==> config.mk <==
export PLATFORM = sky130hd
export DESIGN_NAME = sra_ram
export DESIGN_NICKNAME = d
export VERILOG_FILES = /design/src/design/sra_ram.sv
export SDC_FILE = /design/constraint.sdc
export NUM_CORES = 2
export LEC_CHECK = 0
export BUFFER_PORTS_ARGS = -buffer_cell sky130_fd_sc_hd__buf_2
export CAP_MARGIN = 20
export CORE_MARGIN = 5
export CORE_UTILIZATION = 40
export CTS_CLUSTER_SIZE = 30
export DETAILED_ROUTE_END_ITERATION = 10
export PLACE_DENSITY = 0.56
export SETUP_SLACK_MARGIN = 0.3
export SLEW_MARGIN = 20
export SYNTH_ARGS = -nofsm -noshare
export SYNTH_HDL_FRONTEND = slang
export SYNTH_SLANG_ARGS = --single-unit
==> constraint.sdc <==
create_clock -name clk -period 2.7 [get_ports clk]
set_clock_uncertainty 0.15 [all_clocks]
set_input_delay 0.27 -clock clk [delete_from_list [all_inputs] [get_ports clk]]
set_output_delay 0.27 -clock clk [all_outputs]
set_load 0.01 [all_outputs]
==> src/design/sra_ram.sv <==
`default_nettype none

module sra_ram #(
	parameter int WIDTH = 16,
	parameter int DEPTH = 256,
	localparam int AW = (DEPTH > 1) ? $clog2(DEPTH) : 1
) (
	input  wire logic             clk,
	input  wire logic             we,
	input  wire logic [AW-1:0]    waddr,
	input  wire logic [WIDTH-1:0] wdata,
	input  wire logic             re,
	input  wire logic [AW-1:0]    raddr,
	output logic      [WIDTH-1:0] rdata
);

	logic [WIDTH-1:0] mem_q [DEPTH];

	// One write port and one read port with registered read data.
	always_ff @(posedge clk) begin
		if (we) begin
			mem_q[waddr] <= wdata;
		end
		if (re) begin
			rdata <= mem_q[raddr];
		end
	end

endmodule

`default_nettype wire

==> summary.md <==
| Metric | Value |
|---|---|
| Status | finished with violations |
| Failing checks | setup timing |
| Hold Crit Depth | 2 |
| Sink of the worst hold path | mem_q[176][4] |
| Met2 Use GR | 0.346 |
| Post-synthesis sequential area ratio | 0.777 |
| GRT met1 Usage | 0.297 |
| Pwr Total | 136000 uW |
| Placer Congestion | 0.897 |
| First-pass GRT wire length | 628 mm |
| Power Dens Cells | 718 mW/mm^2 |
| Routed WL | 444 mm |
| Router iterations before antenna repair | 8 |
| Library cells used by synthesis | 51 |
| Final Hold Vio Count | 0 |
| Fin. max-slew vios | 0 |
| Lkg Pwr | 0.0613 uW |
| Aggregate global routing overflow | 0 |
| Warnings, synthesis | 0 |
| Tot GR Track Use | 0.213 |
| Vias in the first global route | 81624 |
| Peak VDD IR | 546 uV |
| Mux cell area share after synthesis | 0.155 |
| Die height | 640 um |
| FMAX | 355 MHz |
| Die W | 640 um |
| Root buffer cell | clkbuf_16 |
| CP arrival | 3.33 ns |
| Clock tree buffer depth | 4 |
| Required @ worst endpoint | 3.22 ns |
| CP Class | reg -> reg |
| Area growth syn-to-layout | 19.6% |
| Final min period | 2.81 ns |
| I/O Buffers | 50 |
| Syn Area/Cell | 21.6 um^2 |
| Hold_sp | wdata[4] |
| Compound-Gate Fraction of Synth Area | 0.0353 |
| Post-synthesis simple-gate area fraction | 0.0157 |
| Final setup fails | 2 |
| Final design area excluding fillers | 0.190 mm^2 |
| Placed wire-length estimate | 282 mm |
| Post-synth net total | 7395 |
| Setup ws final | -0.114 ns |
| Reg2reg start | mem_q[60][2] |
| Busiest layer in global routing | met2 |
| Dpl cell area | 0.175 mm^2 |
| RSZ-0062 raised after global routing | yes |
| Antenna violations before repair | 23 |
| Fin crit share | 1.04 |
| Xor-xnor portion of the synthesized cell area | 0 |
| Largest net degree at the start of global routing | 105 |
| Yosys reg bits | 4112 |
| Reg clk slew, reported paths | 0.06 ns |
| Number of enable flip-flop cells after synthesis | 4112 |
| Adder-cell share of the synthesized area | 0 |
| Max-cap viol count | 0 |
| CORE AREA | 0.396 mm^2 |
| Clk_lat worst skew | 0.98 ns |
| CTS Buf Count | 424 |
| CTS tree | built |
| Maximum fanout along the worst path | 1 |
| Worst Max-Slew Pin Slew | 1.07 ns |
| DR WL/cell | 31.5 um |
| CP Launch Type | flip-flop |
| Rows | 231 |
| Cells after synthesis | 7360 |
| Starting DRC count in detailed routing | 8838 |
| Leading cell type in the layout, fill and taps excluded | edfxtp_1 |
| Asr flop ratio synth | 0 |
| Share of layout cells above drive strength 1 | 0.324 |
| Met3 GRT Util | 0.0344 |
| Worst min path class | in -> reg |
| R2R depth | 6 |
| Worst setup path start | mem_q[60][2] |
| Fin Hold WS | 0.106 ns |
| Core Util, Final | 0.480 |
| DR vias | 81227 |
| Most frequent cells in the layout | 4112 x edfxtp_1, 807 x buf_4, 797 x mux4_2 |
| # DRC | 0 |
| Final nets | 8523 |
| Die area | 0.410 mm^2 |
| Critical Path Sink Type | flip-flop |
| Reg-to-reg endpoint | rdata[2] |
| Largest family of logic cells by synthesized area | multiplexers |
| Synth Cell Area | 0.159 mm^2 |
| Antenna Nets Post-Route | 0 |
| CTS sink count | 4112 |
| Post-DR vias/cell | 5.76 |
| Most common flop cell mapped by yosys | edfxtp_1 |
| Worst slew margin relative to its limit | 0.286 |
| # H-tree levels | 5 |
| R2R setup slack | -0.11 ns |
| Boundary pin count | 51 |
| Starting Density | 0.402 |
## critical path: stages (launching register included)
cell      delay (ns)
edfxtp_1        0.40
mux4_2          0.49
mux4_2          0.52
a22o_4          0.30
o32ai_4         0.46
buf_6           0.18
nor4_4          0.03
## area by class of cell
class                           count  area (um^2)
Antenna cell                       11         27.5
Clock buffer                      501        11000
Clock inverter                    274         2780
Inverter                            4         27.5
Multi-Input combinational cell   2792        34100
Fill cell                       31958       206000
Sequential cell                  4112       123000
Tap cell                         5242         6560
Timing Repair Buffer             1154        12100
## state kept, by name (all words and copies together), names as in the netlist
register / flops
mem_q: 4096
rdata: 16
## layer usage
metal  vias up  share of wire
li1      33638              -
met1     43799           0.41
met2      3131           0.48
met3       653          0.069
met4         6          0.039
met5         -        0.00011
## cells by family (layout without fill, tap and decap cells)
group,after synthesis,count (layout)
flops,4112,4112
mux,1450,1450
compound gates,786,786
simple gates,556,556
buf+inv,456,1933
other cells,0,11
## worst max path at each step
| stage | end | slack (ns) | cells after the start |
|---|---|---|---|
| floorplan | mem_q[235][0] | 0.11 | 6 |
| global placement | rdata[2] | -1.58 | 10 |
| detailed placement | rdata[15] | -1.46 | 14 |
| CTS | rdata[2] | -0.14 | 6 |
| global route | rdata[15] | -0.19 | 8 |
| finish | rdata[2] | -0.11 | 6 |
## synth_stat cells (43+ instances only)
| library cell | instances | share of area |
|---|---|---|
| a21oi_1 | 175 | 0.0055 |
| mux4_2 | 797 | 0.11 |
| a22oi_1 | 43 | 0.0020 |
| buf_2 | 76 | 0.0024 |
| buf_6 | 77 | 0.0055 |
| mux2_2 | 88 | 0.0062 |
| o22ai_1 | 148 | 0.0058 |
| nor3_1 | 92 | 0.0029 |
| clkbuf_1 | 230 | 0.0054 |
| mux2i_1 | 565 | 0.036 |
| edfxtp_1 | 4112 | 0.78 |
| nor2_1 | 304 | 0.0072 |
| o221ai_1 | 252 | 0.014 |
## report_power, final
group / switching (uW) / internal, uW / leakage, uW / total, uW
logic: 4810 / 3110 / 0.0176 / 7920
clock network: 24300 / 33600 / 0.00673 / 58000
registers: 107 / 70400 / 0.0370 / 70500
total: 29300 / 107000 / 0.0613 / 136000
## stage by stage
step           setup TNS [ns]  cells  setup slack, ns
2_1_floorplan               0   7360            0.115
3_3_place_gp           -17.19  13281            -1.58
3_5_place_dp           -17.27  13281            -1.46
4_1_cts                -0.276  14079           -0.143
5_1_grt                -0.406  14084           -0.189
6_report               -0.206  14090           -0.114
## repair_timing
item	in CTS	in global routing
endpoints found under the setup margin	16	16
hold buffers	22	0
gates resized for setup	135	44
endpoints found under the hold margin	3931	0
buffers inserted	0	0
pin swaps	31	25
gates cloned	1	0
No activity file was read; power rests on OpenSTA's default activity.
